===== config.mk =====
export PLATFORM = sky130hd
export DESIGN_NAME = sd_spi_init_sequencer_top_flat
export DESIGN_NICKNAME = d
export VERILOG_FILES = /design/src/sdi_pkg.sv /design/src/sdi_req_if.sv /design/src/sdi_rsp_if.sv /design/src/sdi_cfg.sv /design/src/sdi_step.sv /design/src/sd_spi_init_sequencer_top.sv /design/src/flat_wrapper.sv
export SDC_FILE = /design/constraint.sdc
export NUM_CORES = 1
export LEC_CHECK = 0
export BUFFER_PORTS_ARGS = -buffer_cell sky130_fd_sc_hd__buf_2
export CORE_UTILIZATION = 55
export CTS_CLUSTER_DIAMETER = 80
export DETAILED_ROUTE_END_ITERATION = 16
export PLACE_DENSITY = 0.9
export SYNTH_ARGS = -nofsm -noshare
export SYNTH_HDL_FRONTEND = slang
export SYNTH_SLANG_ARGS = --single-unit

===== constraint.sdc =====
create_clock -name clk -period 3.28 [get_ports clk]
set_input_delay 0.328 -clock clk [delete_from_list [all_inputs] [get_ports clk]]
set_output_delay 0.328 -clock clk [all_outputs]
set_load 0.005 [all_outputs]

===== src/sdi_pkg.sv =====
package sdi_pkg;

  // init phases
  localparam logic [2:0] PH_IDLE   = 3'd0;
  localparam logic [2:0] PH_CMD0   = 3'd1;
  localparam logic [2:0] PH_CMD8   = 3'd2;
  localparam logic [2:0] PH_ACMD41 = 3'd3;
  localparam logic [2:0] PH_CMD1   = 3'd4;
  localparam logic [2:0] PH_CMD58  = 3'd5;
  localparam logic [2:0] PH_CMD16  = 3'd6;
  localparam logic [2:0] PH_DONE   = 3'd7;

  // result status codes
  localparam logic [1:0] ST_ISSUE  = 2'd0;
  localparam logic [1:0] ST_DONE   = 2'd1;
  localparam logic [1:0] ST_FAIL   = 2'd2;
  localparam logic [1:0] ST_IGNORE = 2'd3;

  // request operations
  localparam logic OP_START = 1'b0;
  localparam logic OP_RESP  = 1'b1;

  // failure causes
  localparam logic [2:0] FC_NONE         = 3'd0;
  localparam logic [2:0] FC_CMD0_SILENT  = 3'd1;
  localparam logic [2:0] FC_CMD0_NOIDLE  = 3'd2;
  localparam logic [2:0] FC_ACMD41_SILENT = 3'd3;
  localparam logic [2:0] FC_CMD1_SILENT  = 3'd4;
  localparam logic [2:0] FC_CMD1_TIMEOUT = 3'd5;
  localparam logic [2:0] FC_CMD58_SILENT = 3'd6;
  localparam logic [2:0] FC_CMD16_FAIL   = 3'd7;

  // command indexes
  localparam logic [5:0] CMD_GO_IDLE   = 6'd0;
  localparam logic [5:0] CMD_OP_COND   = 6'd1;
  localparam logic [5:0] CMD_IF_COND   = 6'd8;
  localparam logic [5:0] CMD_BLOCKLEN  = 6'd16;
  localparam logic [5:0] CMD_APP_OP    = 6'd41;
  localparam logic [5:0] CMD_READ_OCR  = 6'd58;

  // command arguments and response patterns
  localparam logic [31:0] HCS_ARG     = 32'h4000_0000;
  localparam logic [31:0] IF_COND_ARG = 32'h0000_01AA;
  localparam logic [7:0]  R1_IDLE     = 8'h01;
  localparam logic [7:0]  ECHO_VOLT   = 8'h01;
  localparam logic [7:0]  ECHO_PATT   = 8'hAA;

  // register map (word index)
  localparam logic [1:0] REG_ACMD41_ATTEMPTS = 2'd0;
  localparam logic [1:0] REG_SWITCH_REMAIN   = 2'd1;
  localparam logic [1:0] REG_CMD1_ATTEMPTS   = 2'd2;
  localparam logic [1:0] REG_BLOCK_LENGTH    = 2'd3;

  // register reset values
  localparam logic [15:0] RST_ACMD41_ATTEMPTS = 16'd10000;
  localparam logic [15:0] RST_SWITCH_REMAIN   = 16'd5000;
  localparam logic [15:0] RST_CMD1_ATTEMPTS   = 16'd10000;
  localparam logic [12:0] RST_BLOCK_LENGTH    = 13'd512;

  typedef struct packed {
    logic [15:0] acmd41_attempts;
    logic [15:0] acmd41_switch_remaining;
    logic [15:0] cmd1_attempts;
    logic [12:0] block_length;
  } cfg_t;

  typedef struct packed {
    logic [2:0]  phase;
    logic        version_two;
    logic        arg_switched;
    logic        hcs_request;
    logic [15:0] tries_left;
    logic        card_high_capacity;
  } state_t;

  typedef struct packed {
    logic       operation;
    logic       resp_ok;
    logic [7:0] r1;
    logic [7:0] echo_voltage;
    logic [7:0] echo_pattern;
    logic [7:0] ocr_high;
  } item_t;

  typedef struct packed {
    logic [1:0]  status;
    logic [5:0]  cmd_index;
    logic [31:0] cmd_arg;
    logic [6:0]  cmd_crc;
    logic        app_prefix;
    logic        preamble;
    logic [2:0]  fail_cause;
    logic        high_capacity;
    logic        fast_clock;
  } result_t;

  // crc7 (x^7 + x^3 + 1) over start bits, index and argument, msb first;
  // linear in the message, so it reduces to an xor tree
  function automatic logic [6:0] crc7(input logic [5:0] idx, input logic [31:0] arg);
    logic [39:0] msg;
    logic [6:0]  crc;
    logic        fb;
    msg = {2'b01, idx, arg};
    crc = '0;
    for (int i = 39; i >= 0; i--) begin
      fb  = msg[i] ^ crc[6];
      crc = {crc[5:0], 1'b0};
      if (fb) begin
        crc = crc ^ 7'h09;
      end
    end
    return crc;
  endfunction

endpackage


===== src/sdi_req_if.sv =====
interface sdi_req_if;
  logic       valid;
  logic       ready;
  logic       operation;
  logic       resp_ok;
  logic [7:0] r1;
  logic [7:0] echo_voltage;
  logic [7:0] echo_pattern;
  logic [7:0] ocr_high;

  modport source (output valid, operation, resp_ok, r1, echo_voltage, echo_pattern, ocr_high,
                  input ready);
  modport sink (input valid, operation, resp_ok, r1, echo_voltage, echo_pattern, ocr_high,
                output ready);
endinterface


===== src/sdi_rsp_if.sv =====
interface sdi_rsp_if;
  logic        valid;
  logic        ready;
  logic [1:0]  status;
  logic [5:0]  cmd_index;
  logic [31:0] cmd_arg;
  logic [6:0]  cmd_crc;
  logic        app_prefix;
  logic        preamble;
  logic [2:0]  fail_cause;
  logic        high_capacity;
  logic        fast_clock;

  modport source (output valid, status, cmd_index, cmd_arg, cmd_crc, app_prefix, preamble,
                  fail_cause, high_capacity, fast_clock,
                  input ready);
  modport sink (input valid, status, cmd_index, cmd_arg, cmd_crc, app_prefix, preamble,
                fail_cause, high_capacity, fast_clock,
                output ready);
endinterface


===== src/sdi_cfg.sv =====
module sdi_cfg (
  input  logic               clk,
  input  logic               rst,
  input  logic               psel,
  input  logic               penable,
  input  logic               pwrite,
  input  logic [3:0]         paddr,
  input  logic [31:0]        pwdata,
  output logic [31:0]        prdata,
  output sdi_pkg::cfg_t      cfg
);

  logic       wr_en;
  logic [1:0] reg_sel;

  assign wr_en   = psel && penable && pwrite;
  assign reg_sel = paddr[3:2];

  // register writes
  always_ff @(posedge clk) begin
    if (rst) begin
      cfg.acmd41_attempts         <= sdi_pkg::RST_ACMD41_ATTEMPTS;
      cfg.acmd41_switch_remaining <= sdi_pkg::RST_SWITCH_REMAIN;
      cfg.cmd1_attempts           <= sdi_pkg::RST_CMD1_ATTEMPTS;
      cfg.block_length            <= sdi_pkg::RST_BLOCK_LENGTH;
    end else if (wr_en) begin
      case (reg_sel)
        sdi_pkg::REG_ACMD41_ATTEMPTS: cfg.acmd41_attempts         <= pwdata[15:0];
        sdi_pkg::REG_SWITCH_REMAIN:   cfg.acmd41_switch_remaining <= pwdata[15:0];
        sdi_pkg::REG_CMD1_ATTEMPTS:   cfg.cmd1_attempts           <= pwdata[15:0];
        sdi_pkg::REG_BLOCK_LENGTH:    cfg.block_length            <= pwdata[12:0];
        default: ;
      endcase
    end
  end

  // read mux
  always_comb begin
    case (reg_sel)
      sdi_pkg::REG_ACMD41_ATTEMPTS: prdata = {16'd0, cfg.acmd41_attempts};
      sdi_pkg::REG_SWITCH_REMAIN:   prdata = {16'd0, cfg.acmd41_switch_remaining};
      sdi_pkg::REG_CMD1_ATTEMPTS:   prdata = {16'd0, cfg.cmd1_attempts};
      sdi_pkg::REG_BLOCK_LENGTH:    prdata = {19'd0, cfg.block_length};
      default:                      prdata = '0;
    endcase
  end

endmodule


===== src/sdi_step.sv =====
module sdi_step (
  input  sdi_pkg::cfg_t    cfg,
  input  sdi_pkg::state_t  st,
  input  sdi_pkg::item_t   item,
  output sdi_pkg::state_t  st_next,
  output sdi_pkg::result_t res
);

  logic [1:0]  status;
  logic [5:0]  idx;
  logic [31:0] arg;
  logic        prefix;
  logic        pre;
  logic [2:0]  cause;
  logic        r1_ready;
  logic        v2_echo;
  logic        last_try;
  logic        hcs_flip;
  logic        hcs_acmd;

  assign r1_ready = !item.r1[0];
  assign last_try = st.tries_left <= 16'd1;
  assign v2_echo  = item.resp_ok && (item.r1 == sdi_pkg::R1_IDLE) &&
                    (item.echo_voltage == sdi_pkg::ECHO_VOLT) &&
                    (item.echo_pattern == sdi_pkg::ECHO_PATT);
  assign hcs_flip = !st.arg_switched &&
                    (st.tries_left == cfg.acmd41_switch_remaining);
  assign hcs_acmd = st.hcs_request ^ hcs_flip;

  // next state and command decision
  always_comb begin
    st_next = st;
    status  = sdi_pkg::ST_IGNORE;
    idx     = '0;
    arg     = '0;
    prefix  = 1'b0;
    pre     = 1'b0;
    cause   = sdi_pkg::FC_NONE;
    if (item.operation == sdi_pkg::OP_START) begin
      st_next       = '0;
      st_next.phase = sdi_pkg::PH_CMD0;
      status        = sdi_pkg::ST_ISSUE;
      idx           = sdi_pkg::CMD_GO_IDLE;
      pre           = 1'b1;
    end else begin
      case (st.phase)
        sdi_pkg::PH_CMD0: begin
          if (!item.resp_ok) begin
            st_next.phase = sdi_pkg::PH_IDLE;
            status        = sdi_pkg::ST_FAIL;
            cause         = sdi_pkg::FC_CMD0_SILENT;
          end else if (item.r1 != sdi_pkg::R1_IDLE) begin
            st_next.phase = sdi_pkg::PH_IDLE;
            status        = sdi_pkg::ST_FAIL;
            cause         = sdi_pkg::FC_CMD0_NOIDLE;
          end else begin
            st_next.phase = sdi_pkg::PH_CMD8;
            status        = sdi_pkg::ST_ISSUE;
            idx           = sdi_pkg::CMD_IF_COND;
            arg           = sdi_pkg::IF_COND_ARG;
          end
        end
        sdi_pkg::PH_CMD8: begin
          st_next.version_two  = v2_echo;
          st_next.hcs_request  = v2_echo;
          st_next.arg_switched = 1'b0;
          st_next.tries_left   = cfg.acmd41_attempts;
          st_next.phase        = sdi_pkg::PH_ACMD41;
          status               = sdi_pkg::ST_ISSUE;
          idx                  = sdi_pkg::CMD_APP_OP;
          arg                  = v2_echo ? sdi_pkg::HCS_ARG : '0;
          prefix               = 1'b1;
        end
        sdi_pkg::PH_ACMD41: begin
          if (!item.resp_ok) begin
            st_next.phase = sdi_pkg::PH_IDLE;
            status        = sdi_pkg::ST_FAIL;
            cause         = sdi_pkg::FC_ACMD41_SILENT;
          end else if (r1_ready) begin
            status = sdi_pkg::ST_ISSUE;
            if (st.version_two) begin
              st_next.phase = sdi_pkg::PH_CMD58;
              idx           = sdi_pkg::CMD_READ_OCR;
            end else begin
              st_next.card_high_capacity = 1'b0;
              st_next.phase              = sdi_pkg::PH_CMD16;
              idx                        = sdi_pkg::CMD_BLOCKLEN;
              arg                        = {19'd0, cfg.block_length};
            end
          end else begin
            // capacity argument flips once when the count reaches the switch point
            st_next.hcs_request  = hcs_acmd;
            st_next.arg_switched = st.arg_switched | hcs_flip;
            status               = sdi_pkg::ST_ISSUE;
            if (last_try) begin
              st_next.tries_left = cfg.cmd1_attempts;
              st_next.phase      = sdi_pkg::PH_CMD1;
              idx                = sdi_pkg::CMD_OP_COND;
            end else begin
              st_next.tries_left = st.tries_left - 16'd1;
              idx                = sdi_pkg::CMD_APP_OP;
              arg                = hcs_acmd ? sdi_pkg::HCS_ARG : '0;
              prefix             = 1'b1;
            end
          end
        end
        sdi_pkg::PH_CMD1: begin
          if (!item.resp_ok) begin
            st_next.phase = sdi_pkg::PH_IDLE;
            status        = sdi_pkg::ST_FAIL;
            cause         = sdi_pkg::FC_CMD1_SILENT;
          end else if (r1_ready) begin
            // mmc fallback: always byte addressed
            st_next.version_two        = 1'b0;
            st_next.card_high_capacity = 1'b0;
            st_next.phase              = sdi_pkg::PH_CMD16;
            status                     = sdi_pkg::ST_ISSUE;
            idx                        = sdi_pkg::CMD_BLOCKLEN;
            arg                        = {19'd0, cfg.block_length};
          end else if (last_try) begin
            st_next.phase = sdi_pkg::PH_IDLE;
            status        = sdi_pkg::ST_FAIL;
            cause         = sdi_pkg::FC_CMD1_TIMEOUT;
          end else begin
            st_next.tries_left = st.tries_left - 16'd1;
            status             = sdi_pkg::ST_ISSUE;
            idx                = sdi_pkg::CMD_OP_COND;
          end
        end
        sdi_pkg::PH_CMD58: begin
          if (!item.resp_ok) begin
            st_next.phase = sdi_pkg::PH_IDLE;
            status        = sdi_pkg::ST_FAIL;
            cause         = sdi_pkg::FC_CMD58_SILENT;
          end else if (item.ocr_high[6]) begin
            st_next.card_high_capacity = 1'b1;
            st_next.phase              = sdi_pkg::PH_DONE;
            status                     = sdi_pkg::ST_DONE;
          end else begin
            st_next.card_high_capacity = 1'b0;
            st_next.phase              = sdi_pkg::PH_CMD16;
            status                     = sdi_pkg::ST_ISSUE;
            idx                        = sdi_pkg::CMD_BLOCKLEN;
            arg                        = {19'd0, cfg.block_length};
          end
        end
        sdi_pkg::PH_CMD16: begin
          if (!item.resp_ok || (item.r1 != 8'd0)) begin
            st_next.phase = sdi_pkg::PH_IDLE;
            status        = sdi_pkg::ST_FAIL;
            cause         = sdi_pkg::FC_CMD16_FAIL;
          end else begin
            st_next.phase = sdi_pkg::PH_DONE;
            status        = sdi_pkg::ST_DONE;
          end
        end
        default: begin
          // idle, done or failed: nothing outstanding
          status = sdi_pkg::ST_IGNORE;
        end
      endcase
    end
  end

  // result assembly; command fields are zero unless a command is issued
  always_comb begin
    res.status        = status;
    res.cmd_index     = idx;
    res.cmd_arg       = arg;
    res.cmd_crc       = (status == sdi_pkg::ST_ISSUE) ? sdi_pkg::crc7(idx, arg) : '0;
    res.app_prefix    = prefix;
    res.preamble      = pre;
    res.fail_cause    = cause;
    res.high_capacity = st_next.card_high_capacity;
    res.fast_clock    = st_next.phase == sdi_pkg::PH_DONE;
  end

endmodule


===== src/sd_spi_init_sequencer_top.sv =====
// SD card SPI-mode init sequencer. Send a start request, then feed back the parsed
// response to every command the block asks for; each request gives exactly one
// result: the next command (index, argument, CRC7, CMD55 prefix and idle-clock
// preamble flags), done, fail with a cause, or ignored. A request is taken every
// clock cycle unless the result side stalls; its result goes through the input
// register, then one decision step into the result register; the state update in
// that step is what sets the rate. Registers on the APB port: 0x0 ACMD41 tries,
// 0x4 tries-left value at which the ACMD41 capacity argument flips, 0x8 CMD1 tries,
// 0xC CMD16 block length. Write them only while no request is in flight.
module sd_spi_init_sequencer_top (
  input  logic        clk,
  input  logic        rst,
  input  logic        psel,
  input  logic        penable,
  input  logic        pwrite,
  input  logic [3:0]  paddr,
  input  logic [31:0] pwdata,
  output logic [31:0] prdata,
  output logic        pready,
  sdi_req_if.sink     req,
  sdi_rsp_if.source   rsp
);

  sdi_pkg::cfg_t    cfg;
  sdi_pkg::state_t  st;
  sdi_pkg::state_t  st_next;
  sdi_pkg::item_t   item;
  sdi_pkg::result_t res_next;
  sdi_pkg::result_t res;
  logic             item_valid;
  logic             res_valid;
  logic             advance;

  assign pready = 1'b1;

  sdi_cfg u_cfg (
    .clk     (clk),
    .rst     (rst),
    .psel    (psel),
    .penable (penable),
    .pwrite  (pwrite),
    .paddr   (paddr),
    .pwdata  (pwdata),
    .prdata  (prdata),
    .cfg     (cfg)
  );

  sdi_step u_step (
    .cfg     (cfg),
    .st      (st),
    .item    (item),
    .st_next (st_next),
    .res     (res_next)
  );

  // the held request moves on when the result register is free or being drained
  assign advance   = item_valid && (!res_valid || rsp.ready);
  assign req.ready = !item_valid || advance;

  // input register
  always_ff @(posedge clk) begin
    if (rst) begin
      item_valid <= 1'b0;
    end else if (req.ready) begin
      item_valid <= req.valid;
    end
  end

  always_ff @(posedge clk) begin
    if (req.ready && req.valid) begin
      item <= '{operation: req.operation, resp_ok: req.resp_ok, r1: req.r1,
                echo_voltage: req.echo_voltage, echo_pattern: req.echo_pattern,
                ocr_high: req.ocr_high};
    end
  end

  // sequencer state
  always_ff @(posedge clk) begin
    if (rst) begin
      st <= '0;
    end else if (advance) begin
      st <= st_next;
    end
  end

  // result register
  always_ff @(posedge clk) begin
    if (rst) begin
      res_valid <= 1'b0;
    end else if (advance) begin
      res_valid <= 1'b1;
    end else if (rsp.ready) begin
      res_valid <= 1'b0;
    end
  end

  always_ff @(posedge clk) begin
    if (advance) begin
      res <= res_next;
    end
  end

  assign rsp.valid         = res_valid;
  assign rsp.status        = res.status;
  assign rsp.cmd_index     = res.cmd_index;
  assign rsp.cmd_arg       = res.cmd_arg;
  assign rsp.cmd_crc       = res.cmd_crc;
  assign rsp.app_prefix    = res.app_prefix;
  assign rsp.preamble      = res.preamble;
  assign rsp.fail_cause    = res.fail_cause;
  assign rsp.high_capacity = res.high_capacity;
  assign rsp.fast_clock    = res.fast_clock;

endmodule


===== src/flat_wrapper.sv =====
// flat-port wrapper written by rule: the top's interface ports become plain ports
module sd_spi_init_sequencer_top_flat 
  (clk, rst, psel, penable, pwrite, paddr, pwdata, prdata, pready, req_valid, req_operation, req_resp_ok, req_r1, req_echo_voltage, req_echo_pattern, req_ocr_high, req_ready, rsp_valid, rsp_status, rsp_cmd_index, rsp_cmd_arg, rsp_cmd_crc, rsp_app_prefix, rsp_preamble, rsp_fail_cause, rsp_high_capacity, rsp_fast_clock, rsp_ready);
  sdi_req_if req_i ();
  sdi_rsp_if rsp_i ();
  input  logic clk;
  input  logic rst;
  input  logic psel;
  input  logic penable;
  input  logic pwrite;
  input  logic [3:0] paddr;
  input  logic [31:0] pwdata;
  output logic [31:0] prdata;
  output logic pready;
  input wire logic [$bits(req_i.valid)-1:0] req_valid;
  input wire logic [$bits(req_i.operation)-1:0] req_operation;
  input wire logic [$bits(req_i.resp_ok)-1:0] req_resp_ok;
  input wire logic [$bits(req_i.r1)-1:0] req_r1;
  input wire logic [$bits(req_i.echo_voltage)-1:0] req_echo_voltage;
  input wire logic [$bits(req_i.echo_pattern)-1:0] req_echo_pattern;
  input wire logic [$bits(req_i.ocr_high)-1:0] req_ocr_high;
  output wire logic [$bits(req_i.ready)-1:0] req_ready;
  output wire logic [$bits(rsp_i.valid)-1:0] rsp_valid;
  output wire logic [$bits(rsp_i.status)-1:0] rsp_status;
  output wire logic [$bits(rsp_i.cmd_index)-1:0] rsp_cmd_index;
  output wire logic [$bits(rsp_i.cmd_arg)-1:0] rsp_cmd_arg;
  output wire logic [$bits(rsp_i.cmd_crc)-1:0] rsp_cmd_crc;
  output wire logic [$bits(rsp_i.app_prefix)-1:0] rsp_app_prefix;
  output wire logic [$bits(rsp_i.preamble)-1:0] rsp_preamble;
  output wire logic [$bits(rsp_i.fail_cause)-1:0] rsp_fail_cause;
  output wire logic [$bits(rsp_i.high_capacity)-1:0] rsp_high_capacity;
  output wire logic [$bits(rsp_i.fast_clock)-1:0] rsp_fast_clock;
  input wire logic [$bits(rsp_i.ready)-1:0] rsp_ready;
  assign req_i.valid = req_valid;
  assign req_i.operation = req_operation;
  assign req_i.resp_ok = req_resp_ok;
  assign req_i.r1 = req_r1;
  assign req_i.echo_voltage = req_echo_voltage;
  assign req_i.echo_pattern = req_echo_pattern;
  assign req_i.ocr_high = req_ocr_high;
  assign req_ready = req_i.ready;
  assign rsp_valid = rsp_i.valid;
  assign rsp_status = rsp_i.status;
  assign rsp_cmd_index = rsp_i.cmd_index;
  assign rsp_cmd_arg = rsp_i.cmd_arg;
  assign rsp_cmd_crc = rsp_i.cmd_crc;
  assign rsp_app_prefix = rsp_i.app_prefix;
  assign rsp_preamble = rsp_i.preamble;
  assign rsp_fail_cause = rsp_i.fail_cause;
  assign rsp_high_capacity = rsp_i.high_capacity;
  assign rsp_fast_clock = rsp_i.fast_clock;
  assign rsp_i.ready = rsp_ready;
  sd_spi_init_sequencer_top u_core (.clk(clk), .rst(rst), .psel(psel), .penable(penable), .pwrite(pwrite), .paddr(paddr), .pwdata(pwdata), .prdata(prdata), .pready(pready), .req(req_i), .rsp(rsp_i));
endmodule

==> summary.txt, run 1 <==
Synthesis
  – Number of distinct library cell variants in the gate-level netlist after synthesis: 70
  – Number of synthesized register bits: 148
  – Proportion of register bits with asynchronous set or reset after synthesis: 0
  – Top cell type's share of synthesized area: 0.246
  – Mean cell area of the mapped netlist: 9.18 um^2
  – Number of standard cells after synthesis: about 800
  – Largest area contributor in the synthesized netlist: sky130_fd_sc_hd__edfxtp_1
  – Top cells by area in the synthesized netlist: sky130_fd_sc_hd__edfxtp_1 (25%), sky130_fd_sc_hd__dfxtp_1 (23%), sky130_fd_sc_hd__nand2_1 (9.1%)
  – Post-synthesis sequential area ratio: 0.474
  – EDFF count, synth: 62
  – Number of warnings printed during yosys synthesis: 0
  – Post-synth design cell area: between 7000 and 8000 um^2
  – Most used flip-flop cell after synthesis: sky130_fd_sc_hd__dfxtp_1

Timing
  – Number of max-slew violations in the final report: 0
  – Setup repair after global routing missed its margin: false
  – Final worst path period need: 3.07 ns
  – Post-route fraction of the period consumed by the critical path: 0.937
  – Final setup violating endpoints: 0
  – Worst relative slew slack: 0.252
  – Maximum achievable frequency: 326 MHz
  – Summed negative setup slack over all endpoints: 0 ns
  – Slew at the pin closest to its max-slew limit: ~1.1 ns
  – Final setup skew: 0.0110 ns
  – Endpoints failing hold: 0

Clock network
  – Clock edge transition at the registers on the reported setup and hold paths: roughly 0.07 ns
  – Number of buffers created by CTS: 17
  – Number of buffers inserted to repair setup after CTS: 0
  – Max Root-Sink Buffers: 2
  – Clock tree from TritonCTS: built
  – Clock Sink Count: 148
  – Count of H-tree levels built during CTS: 4
  – Root buf cell: sky130_fd_sc_hd__clkbuf_16
  – Clock insertion delay at the later pin of the skew report: 0.43 ns

Global routing
  – Overall overflow remaining after global route: 0
  – Via count of the first global-routing pass: 6296
  – Wire length of the first global-routing pass: just over 30000 um
  – Pin count of the biggest net entering global routing: 52
  – Overall routing resource usage: 0.282
  – Antenna violations before repair: 0

Floorplan
  – Core outline area: 13300 um^2
  – Initial core utilization: 0.568
  – Die Width: 119 um
  – Boundary pin count: between 150 and 200
  – FP Rows: 42
  – Die area: between 10000 and 15000 um^2
  – Y dimension of the die: 119 um

Power
  – Power per Cell Area: 495 nW/um^2
  – Switching fraction of total power: 0.228
  – Clock share of power: 0.473
  – Fraction of power consumed by sequential logic: 0.460
  – Relative contribution of combinational cells to total power: 0.068
  – Sw Pwr: between 0.0009 and 0.001 W
  – Leakage: 3.54 nW
  – P_int: 0.00336 W
  – IR drop worst, VDD: roughly 0.43 mV

Critical path
  – Maximum fanout along the worst path: 11
  – Worst R2R End: u_core.rsp.cmd_crc[1]
  – Cell-by-cell trace of the critical path: nor2b_1, nand2_1, a211oi_1, nor2_2, o21ai_0, nor3b_1, a311oi_2, xnor2_1, mux2i_1
  – CP arrival: 3.24 ns
  – Library cell contributing the largest single delay on the critical path: sky130_fd_sc_hd__a211oi_1
  – Data required time at the worst endpoint: 3.44 ns
  – Origin of the critical flop-to-flop path: u_core.st[21]
  – Critical path endpoint category: register
  – Kind of cell adding the most delay to the critical path: compound AO/OA/AOI/OAI gates
  – Register-to-Register Path Depth: 9
  – Internal reg-to-reg setup slack: 0.21 ns
  – Critical path buffers and inverters: 0
  – Startpoint types: register
  – Delay contributed by the slowest stage of the critical path: between 0.4 and 0.5 ns
  – Type of the setup path with the least slack: register to register

Layout
  – Layout fillers: 1045
  – Nets: 1005
  – Area Growth Syn to Fin: 16.4%
  – Final design instance area without fill: 8800 um^2
  – Area of combinational cells with multiple inputs: 3590 um^2
  – Seq. cell area: 3580 um^2
  – Share of layout cells above drive strength 1: 0.206

Placed design
  – Count of port buffers added during placement: 104
  – Area post-placement: 8160 um^2
  – Placer's final routability congestion estimate: 0.933
  – Hpwl dp: 13200 um

Run
  – Max cap viols: 0

Drt
  – Vias per inst: 5.91
  – Overall via count from detail_route: 6585
  – First drt pass iteration count: 7
  – DR DRC count: 0
  – Total Wirelength: 19400 um
  – Count of antenna-violating nets left after detailed routing: 0
  – Initial drt markers: 587
  – Post-detailed-route wirelength per cell: between 15 and 20 um

Min path
  – Hold path startpoint: req_r1[0]
  – Destination of the worst hold path: u_core.item[24]
  – Hold Path Class: input pin to register
  – Hold Path Stages: 1

Outcome
  – Result of the run: finished clean
==> repair_timing <==
item	4_1_cts	5_1_grt
resized for setup	0	2
hold buffers	0	0
endpoints found under the setup margin	0	17
==> worst max path at each step <==
stage,to,from,depth (start not counted)
after CTS,u_core.rsp.cmd_crc[1],u_core.st[8],9
after floorplan,u_core.rsp.cmd_crc[1],u_core.st[3],10
after detailed placement,u_core.rsp.cmd_crc[1],u_core.st[3],9
after global routing,u_core.rsp.cmd_crc[1],u_core.st[8],9
after global placement,u_core.rsp.cmd_crc[1],u_core.st[3],9
final,u_core.rsp.cmd_crc[1],u_core.st[21],9
==> logic make-up after synthesis <==
logic type / Yosys count / synth area share
buf+inv: 97 / 0.0676
other cells: 2 / 0.000994
xor+xnor: 43 / 0.0498
fa+ha+maj: 4 / 0.00662
simple gates: 336 / 0.205
compound gates: 172 / 0.146
flops: 148 / 0.474
mux: 21 / 0.0498
==> cell usage in the layout (no fill, tap or decap), drive strengths merged, types with 5 or more instances in the layout <==
cell,n
nand2,185
buf,129
dfxtp,86
a21oi,81
edfxtp,62
nor2,58
conb,36
xnor2,31
o21ai,29
nand3b,17
a22oi,17
clkbuf,17
inv,17
a22o,15
mux4,13
xor2,12
nand4,10
nor3,9
mux2i,8
nor4,7
clkinv,7
nor2b,6
nand3,6
and2,6
and3,6
nand2b,5
or4,5
==> flip-flops by register name, indices dropped and copies added, names as in the netlist <==
| register | flops |
|---|---|
| u_core.rsp.cmd_crc | 7 |
| u_core.rsp.high_capacity | 1 |
| u_core.rsp.cmd_arg | 14 |
| u_core.rsp.valid | 1 |
| u_core.rsp.fail_cause | 3 |
| u_core.item | 27 |
| u_core.rsp.status | 2 |
| u_core.rsp.cmd_index | 5 |
| u_core.st | 23 |
| u_core.rsp.app_prefix | 1 |
| u_core.rsp.fast_clock | 1 |
| u_core.rsp.preamble | 1 |
| u_core.item_valid | 1 |
| u_core.u_cfg.cfg | 61 |
==> per-layer routing <==
metal  up-vias  global-route usage  routed length (um)
li1       3035                   -                   -
met1      3068               0.352                7590
met2       418               0.448                9180
met3        64              0.0714                1890
met4         0               0.150                 700
met5         -                   0                   0
==> stage by stage <==
step	hold WS [ns]	total power, W	util	cells	setup WS, ns
final	0.0763	0.00436	0.662	1114	0.208
after global placement	0.457	0.00232	0.614	1081	0.299
after global routing	0.0651	0.00448	0.662	1113	0.00229
after CTS	0.0618	0.00437	0.661	1113	0.174
after detailed placement	0.459	0.00233	0.614	1081	0.239
after floorplan	0.427	0.00224	-	857	0.414
==> power by group through the flow <==
stage,registers (W),logic (W),clock network (W)
floorplan,0.00203,0.000208,0
global placement,0.00204,0.000283,0
detailed placement,0.00204,0.000288,0
CTS,0.00200,0.000291,0.00208
global route,0.00201,0.000321,0.00215
finish,0.00200,0.000296,0.00206
==> cells in the mapped netlist (all sizes together) (2+ instances only) <==
cell type / n
nor3: 9
ha: 4
nand4: 10
or3: 4
o22ai: 2
or2: 4
a2bb2oi: 2
and2: 6
a211oi: 4
a22o: 15
nand3b: 17
o221ai: 4
or4: 5
xor2: 12
a21oi: 81
a311o: 2
inv: 13
clkbuf: 38
nand2b: 5
buf: 43
and3: 6
dfxtp: 86
clkinv: 3
conb: 2
mux4: 13
a22oi: 17
nor4b: 2
a21boi: 2
nor4bb: 2
nor2b: 6
nand2: 185
mux2i: 8
edfxtp: 62
nor2: 58
a31oi: 2
o21ai: 29
o211a: 2
xnor2: 31
nor4: 7
nand3: 6
==> worst reg2reg max path, cell delays in order (launching register included) <==
cell	delay, ns
sky130_fd_sc_hd__dfxtp_1	0.42
sky130_fd_sc_hd__nor2b_1	0.45
sky130_fd_sc_hd__nand2_1	0.19
sky130_fd_sc_hd__a211oi_1	0.48
sky130_fd_sc_hd__nor2_2	0.13
sky130_fd_sc_hd__o21ai_0	0.31
sky130_fd_sc_hd__nor3b_1	0.12
sky130_fd_sc_hd__a311oi_2	0.38
sky130_fd_sc_hd__xnor2_1	0.22
sky130_fd_sc_hd__mux2i_1	0.11
==> cell type report <==
type	count	share of cell area
timing repair buffer	129	0.0805
antenna	1	0.000284
clock buffer	17	0.0484
multi-input combinational	612	0.409
clock inverter	15	0.0232
tap	176	0.0250
sequential	148	0.407
inverter	16	0.00683
No activity file was read; power rests on OpenSTA's default activity.
==> run 2, diff against run 1 <==
--- a/config.mk
+++ b/config.mk
@@ -6,10 +6,11 @@
 export NUM_CORES = 1
 export LEC_CHECK = 0
 export BUFFER_PORTS_ARGS = -buffer_cell sky130_fd_sc_hd__buf_2
-export CORE_UTILIZATION = 55
+export CORE_UTILIZATION = 37
+export CTS_BUF_LIST = sky130_fd_sc_hd__clkbuf_8
 export CTS_CLUSTER_DIAMETER = 80
 export DETAILED_ROUTE_END_ITERATION = 16
-export PLACE_DENSITY = 0.9
+export PLACE_DENSITY = 0.67
 export SYNTH_ARGS = -nofsm -noshare
 export SYNTH_HDL_FRONTEND = slang
 export SYNTH_SLANG_ARGS = --single-unit
==> constraint.sdc (replaced) <==
create_clock -name clk -period 3.28 [get_ports clk]
set_input_delay 0.656 -clock clk [delete_from_list [all_inputs] [get_ports clk]]
set_output_delay 0.656 -clock clk [all_outputs]
set_load 0.005 [all_outputs]
==> run 2 against run 1 <==
  * Clock power decreased by 26%
  * Final cell count grew 8.5%
  * Highest routed layer is now met5
  * Final area decreased by 0.61%
  * Critical path type unchanged
  * Global-route usage decreased by 8.6 points
==> summary.txt, run 2 (synthesis results as in run 1) <==
Critical path
  – Type of the setup path with the least slack: register to register
  – Maximum fanout along the worst path: 6
  – Startpoint types: register
  – Origin of the critical flop-to-flop path: u_core.st[4]
  – Internal reg-to-reg setup slack: 0.22 ns
  – Data required time at the worst endpoint: 3.59 ns
  – CP arrival: approximately 3.4 ns
  – First element of the critical path: u_core.st[4]
  – Critical path endpoint category: register
  – Worst R2R End: u_core.rsp.cmd_crc[1]
  – Register-to-Register Path Depth: 9
  – Endpoint of the most critical setup path: u_core.rsp.cmd_crc[1]

Global routing
  – Wire length of the first global-routing pass: between 30000 and 40000 um
  – Pin count of the biggest net entering global routing: 39
  – Antenna violations before repair: 1
  – Overall overflow remaining after global route: 0
  – Overall routing resource usage: 0.196
  – Via count of the first global-routing pass: ~6000

Drt
  – First drt pass iteration count: 5
  – Count of antenna-violating nets left after detailed routing: 0
  – Initial drt markers: 557
  – Post-detailed-route wirelength per cell: 17.0 um
  – DR DRC count: 0
  – Total Wirelength: 20500 um
  – Overall via count from detail_route: 6403
  – Vias per inst: approximately 5.3

Layout
  – Area Growth Syn to Fin: 15.7%
  – Registers with the most flip-flops: u_core.u_cfg.cfg x61, u_core.item x27, u_core.st x23
  – Share of layout cells above drive strength 1: 0.209
  – Most flops, register: u_core.u_cfg.cfg
  – Nets: a little over 1000
  – Number of antenna cells inserted: 0
  – Most common cell after layout, fill and taps aside: sky130_fd_sc_hd__nand2_1
  – Highest-count cells in the layout ignoring fill and taps: sky130_fd_sc_hd__nand2_1 (184), sky130_fd_sc_hd__buf_2 (104), sky130_fd_sc_hd__dfxtp_1 (86), sky130_fd_sc_hd__a21oi_1 (80), sky130_fd_sc_hd__edfxtp_1 (62)
  – Number of flip-flops in the largest register: 61

Placed design
  – Worst slack at placement: 0.244 ns
  – Count of port buffers added during placement: 104
  – Hpwl dp: 14400 um
  – Placer's final routability congestion estimate: 0.880

Min path
  – Hold Path Class: input pin to register

Clock network
  – Clock Sink Count: 148
  – Clock edge transition at the registers on the reported setup and hold paths: 0.09 ns
  – Number of buffers created by CTS: 17
  – Number of buffers inserted to repair setup after CTS: 0
  – Clock insertion delay at the later pin of the skew report: 0.47 ns
  – Number of gates resized after cts: 0
  – Count of H-tree levels built during CTS: 4
  – Root buf cell: sky130_fd_sc_hd__clkbuf_8
  – Clock tree from TritonCTS: built
  – Max Root-Sink Buffers: 2
  – Hold buffer count at cts: 0

Timing
  – Final setup margin: 0.218 ns
  – Slew at the pin closest to its max-slew limit: about 1.2 ns
  – Maximum achievable frequency: 327 MHz
  – Final setup violating endpoints: 0
  – Setup repair after global routing missed its margin: false
  – Final setup skew: about 0.013 ns
  – Number of max-slew violations in the final report: 0
  – Endpoints failing hold: 0
  – Final worst path period need: 3.06 ns
  – Summed negative setup slack over all endpoints: 0 ns
  – Post-route fraction of the period consumed by the critical path: 0.933
  – Worst relative slew slack: 0.228

Power
  – Power per Cell Area: 437 nW/um^2
  – Switching fraction of total power: 0.248
  – P_int: 0.00288 W
  – Relative contribution of combinational cells to total power: 0.079
  – Sw Pwr: between 0.0009 and 0.001 W
  – Clock share of power: 0.398
  – Fraction of power consumed by sequential logic: 0.523
  – Leakage: 3.49 nW
  – IR drop worst, VDD: 0.241 mV

Run
  – Max cap viols: 0

Floorplan
  – Y dimension of the die: 145 um
  – Boundary pin count: 166
  – Die area: 21000 um^2
  – Initial core utilization: 0.383
  – Core outline area: 19700 um^2
  – Die Width: 145 um
  – FP Rows: 51

Outcome
  – Result of the run: finished clean
==> run 2: cell types whose count changed in the layout (fill, tap and decap cells not counted), sizes merged <==
cell      delta
buf          +7
clkbuf       +2
clkinvlp     -2
bufinv       -1
diode        -1
inv          +1
==> run 2: worst min path at each step <==
stage                          from                    to  cells after the start
2_1_floorplan         u_core.st[19]         u_core.st[19]                      2
3_3_place_gp   u_core.u_cfg.cfg[45]  u_core.u_cfg.cfg[45]                      2
3_5_place_dp   u_core.u_cfg.cfg[57]  u_core.u_cfg.cfg[57]                      2
4_1_cts                   req_r1[6]       u_core.item[30]                      1
5_1_grt                   req_r1[2]       u_core.item[26]                      1
6_report                req_resp_ok       u_core.item[32]                      1
==> run 2: layout make-up <==
class,instances,area [um^2]
Timing Repair Buffer,136,761
Clock inverter,13,158
Sequential cell,148,3580
Tap cell,265,332
Fill cell,1931,11000
Multi-Input combinational cell,612,3590
Inverter,16,60.1
Clock buffer,19,262
==> run 2: power by group through the flow <==
stage	Clock [W]	Combinational [W]	Sequential, W
after floorplan	0	0.000208	0.00203
after global placement	0	0.000298	0.00204
after detailed placement	0	0.000300	0.00204
after CTS	0.00155	0.000301	0.00200
after global routing	0.00161	0.000329	0.00201
final	0.00152	0.000302	0.00200
==> run 2: per-layer routing <==
layer  vias up  track usage  share of wire
li1       3034            -              -
met1      3056        0.265           0.45
met2       274        0.304           0.46
met3        37       0.0440          0.074
met4         2       0.0750          0.020
met5         -            0        0.00054
==> run 2: worst max-delay path, stage by stage, from the launching register on <==
cell and delay [ns]:
sky130_fd_sc_hd__dfxtp_1 0.39, sky130_fd_sc_hd__or4_4 0.54, sky130_fd_sc_hd__or4_4 0.55, sky130_fd_sc_hd__o211a_1 0.24, sky130_fd_sc_hd__mux2i_2 0.20, sky130_fd_sc_hd__nand2_2 0.12, sky130_fd_sc_hd__a2bb2oi_1 0.18, sky130_fd_sc_hd__xnor2_1 0.15
sky130_fd_sc_hd__xnor2_1 0.29, sky130_fd_sc_hd__mux2i_1 0.24
==> run 2: metrics by stage <==
step | util | total power [W] | cell area, um^2 | hold WS [ns] | cells
detailed placement | 0.422 | 0.00234 | 8330 | 0.466 | 1177
CTS | 0.443 | 0.00385 | 8740 | 0.329 | 1209
global route | 0.443 | 0.00395 | 8740 | 0.336 | 1209
floorplan | - | 0.00224 | 7680 | 0.441 | 857
global placement | 0.422 | 0.00234 | 8330 | 0.457 | 1177
finish | 0.443 | 0.00382 | 8740 | 0.354 | 1209
==> run 3, diff against run 2 <==
--- a/config.mk
+++ b/config.mk
@@ -10,7 +10,7 @@
 export CTS_BUF_LIST = sky130_fd_sc_hd__clkbuf_8
 export CTS_CLUSTER_DIAMETER = 80
 export DETAILED_ROUTE_END_ITERATION = 16
-export PLACE_DENSITY = 0.67
+export PLACE_DENSITY = 0.56
 export SYNTH_ARGS = -nofsm -noshare
 export SYNTH_HDL_FRONTEND = slang
 export SYNTH_SLANG_ARGS = --single-unit
==> run 3 against run 2 <==
  * Flip-flop and latch count unchanged
  * Highest routed layer is now met4
  * Critical path type unchanged
  * Total power fell by 6.4%
  * Largest cell class unchanged
  * Clock skew decreased by 0.0014 ns
  * Non-clock buffer count grew 4
  * Critical path depth is the same
  * Worst hold slack better by 0.019 ns
  * Final cell count rose by 0.33%
==> summary.txt, run 3 (synthesis results as in run 1) <==
Critical path
  – Critical path buffers and inverters: 0
  – Count of cell instances traversed by the critical path: 9
  – Register-to-Register Path Depth: 9
  – Worst R2R End: u_core.rsp.cmd_crc[1]
  – First element of the critical path: u_core.st[4]
  – Delay contributed by the slowest stage of the critical path: between 0.5 and 0.6 ns
  – Critical path endpoint category: register
  – Internal reg-to-reg setup slack: 0.26 ns
  – Data required time at the worst endpoint: 3.47 ns
  – Startpoint types: register
  – Type of the setup path with the least slack: register to register
  – Maximum fanout along the worst path: 6
  – Kind of cell adding the most delay to the critical path: simple AND/OR/NAND/NOR gates
  – Endpoint of the most critical setup path: u_core.rsp.cmd_crc[1]
  – Origin of the critical flop-to-flop path: u_core.st[4]
  – CP arrival: 3.21 ns
  – Cell-by-cell trace of the critical path: or4_4, or4_4, o211a_1, mux2i_2, nand2_2, a2bb2oi_1, xnor2_1, xnor2_1, mux2i_1
  – Library cell contributing the largest single delay on the critical path: sky130_fd_sc_hd__or4_4

Global routing
  – Overall routing resource usage: 0.199
  – Via count of the first global-routing pass: 5836
  – Pin count of the biggest net entering global routing: 49
  – Wire length of the first global-routing pass: approximately 33000 um
  – Antenna violations before repair: 0
  – Overall overflow remaining after global route: 0

Floorplan
  – Initial core utilization: 0.383
  – Y dimension of the die: 145 um
  – FP Rows: between 50 and 60
  – Core outline area: 19700 um^2
  – Die area: ~21000 um^2
  – Boundary pin count: 166
  – Die Width: 145 um

Placed design
  – Total instance count after detailed placement: 1181
  – Hpwl dp: ~14000 um
  – Count of port buffers added during placement: between 100 and 150
  – Placer's final routability congestion estimate: 0.865
  – Area post-placement: 8370 um^2
  – Worst slack at placement: 0.263 ns

Drt
  – Post-detailed-route wirelength per cell: 17.0 um
  – Initial drt markers: 451
  – Vias per inst: 5.20
  – Total Wirelength: 20700 um
  – First drt pass iteration count: 5
  – DR DRC count: 0
  – Overall via count from detail_route: ~6300
  – Count of antenna-violating nets left after detailed routing: 0

Clock network
  – Clock tree from TritonCTS: built
  – Clock Sink Count: 148
  – Number of buffers inserted to repair setup after CTS: 0
  – Number of buffers created by CTS: 17
  – Clock edge transition at the registers on the reported setup and hold paths: 0.09 ns
  – Max Root-Sink Buffers: 2
  – Clock insertion delay at the later pin of the skew report: 0.45 ns
  – Root buf cell: sky130_fd_sc_hd__clkbuf_8
  – Count of H-tree levels built during CTS: 4
  – Hold buffer count at cts: 0
  – Number of gates resized after cts: 0

Timing
  – Number of max-slew violations in the final report: 0
  – Final setup violating endpoints: 0
  – Summed negative setup slack over all endpoints: 0 ns
  – Final setup skew: 0.0120 ns
  – Maximum achievable frequency: 331 MHz
  – Post-route fraction of the period consumed by the critical path: 0.920
  – Final worst path period need: 3.02 ns
  – Slew at the pin closest to its max-slew limit: 1.14 ns
  – Endpoints failing hold: 0
  – Final setup margin: 0.263 ns
  – Worst relative slew slack: 0.237
  – Setup repair after global routing missed its margin: false

Layout
  – Area Growth Syn to Fin: 15.3%
  – Number of antenna cells inserted: 0
  – Non-filler cells in the finished layout: 1213
  – Most flops, register: u_core.u_cfg.cfg
  – Highest-count cells in the layout ignoring fill and taps: sky130_fd_sc_hd__nand2_1 (184), sky130_fd_sc_hd__buf_2 (104), sky130_fd_sc_hd__dfxtp_1 (86), sky130_fd_sc_hd__a21oi_1 (80), sky130_fd_sc_hd__edfxtp_1 (62)
  – Final design instance area without fill: roughly 8700 um^2
  – Share of layout cells above drive strength 1: 0.210
  – Area of combinational cells with multiple inputs: 3590 um^2
  – Most common cell after layout, fill and taps aside: sky130_fd_sc_hd__nand2_1
  – Seq. cell area: 3580 um^2
  – Number of flip-flops in the largest register: 61
  – Registers with the most flip-flops: u_core.u_cfg.cfg x61, u_core.item x27, u_core.st x23
  – Layout fillers: 1987
  – Nets: between 1000 and 1500

Outcome
  – Result of the run: finished clean

Power
  – Power per Cell Area: between 400 and 500 nW/um^2
  – Leakage: approximately 3.5 nW
  – IR drop worst, VDD: 0.226 mV

Run
  – Max cap viols: 0

Min path
  – Hold Path Class: input pin to register
[run 3: cell types whose count changed in the layout (fill, tap and decap cells not counted)]
cell,change
sky130_fd_sc_hd__buf_4,+3
sky130_fd_sc_hd__inv_4,-2
sky130_fd_sc_hd__buf_12,+1
sky130_fd_sc_hd__clkinv_2,-1
sky130_fd_sc_hd__clkinv_4,-1
sky130_fd_sc_hd__bufinv_16,-3
sky130_fd_sc_hd__clkinv_1,+2
sky130_fd_sc_hd__inv_6,+5
sky130_fd_sc_hd__clkinvlp_4,+2
sky130_fd_sc_hd__clkbuf_8,-2
[run 3: per-stage QoR]
step	util	power, W	hold slack (ns)
CTS	0.442	0.00361	0.342
detailed placement	0.424	0.00235	0.465
global route	0.442	0.00371	0.335
floorplan	-	0.00224	0.441
finish	0.442	0.00358	0.373
global placement	0.424	0.00235	0.461
[run 3: report_power, final]
group / leakage, nW / internal (W) / switching (W)
Clock: 0.172 / 0.000528 / 0.000746
Combinational: 2.00 / 0.000118 / 0.000190
Sequential: 1.30 / 0.00197 / 0.0000273
Total: 3.47 / 0.00261 / 0.000964
[run 3: layout make-up]
cell class / count / share of cell area
flip-flops and latches: 148 / 0.411
well taps: 265 / 0.0381
clock inverters: 15 / 0.0124
repair buffers: 140 / 0.0922
clock buffers: 17 / 0.0269
inverters: 16 / 0.00690
multi-input cells: 612 / 0.412
[run 3: how the worst min path moves through the flow]
stage	from	endpoint	slack [ns]	cells after the start
global placement	u_core.u_cfg.cfg[51]	u_core.u_cfg.cfg[51]	0.46	2
CTS	req_echo_voltage[4]	u_core.item[20]	0.34	1
floorplan	u_core.st[19]	u_core.st[19]	0.44	2
detailed placement	u_core.u_cfg.cfg[20]	u_core.u_cfg.cfg[20]	0.46	2
finish	req_echo_voltage[5]	u_core.item[21]	0.37	1
global route	req_echo_voltage[4]	u_core.item[20]	0.33	1
[run 3: metal layers]
layer	part of all wire	up-vias	wire length, um	global-route usage
met5	0	-	0	0
met1	0.47	2988	9630	0.274
met2	0.45	256	9340	0.310
met4	0.012	0	251	0.0537
li1	-	3036	-	-
met3	0.070	22	1450	0.0462
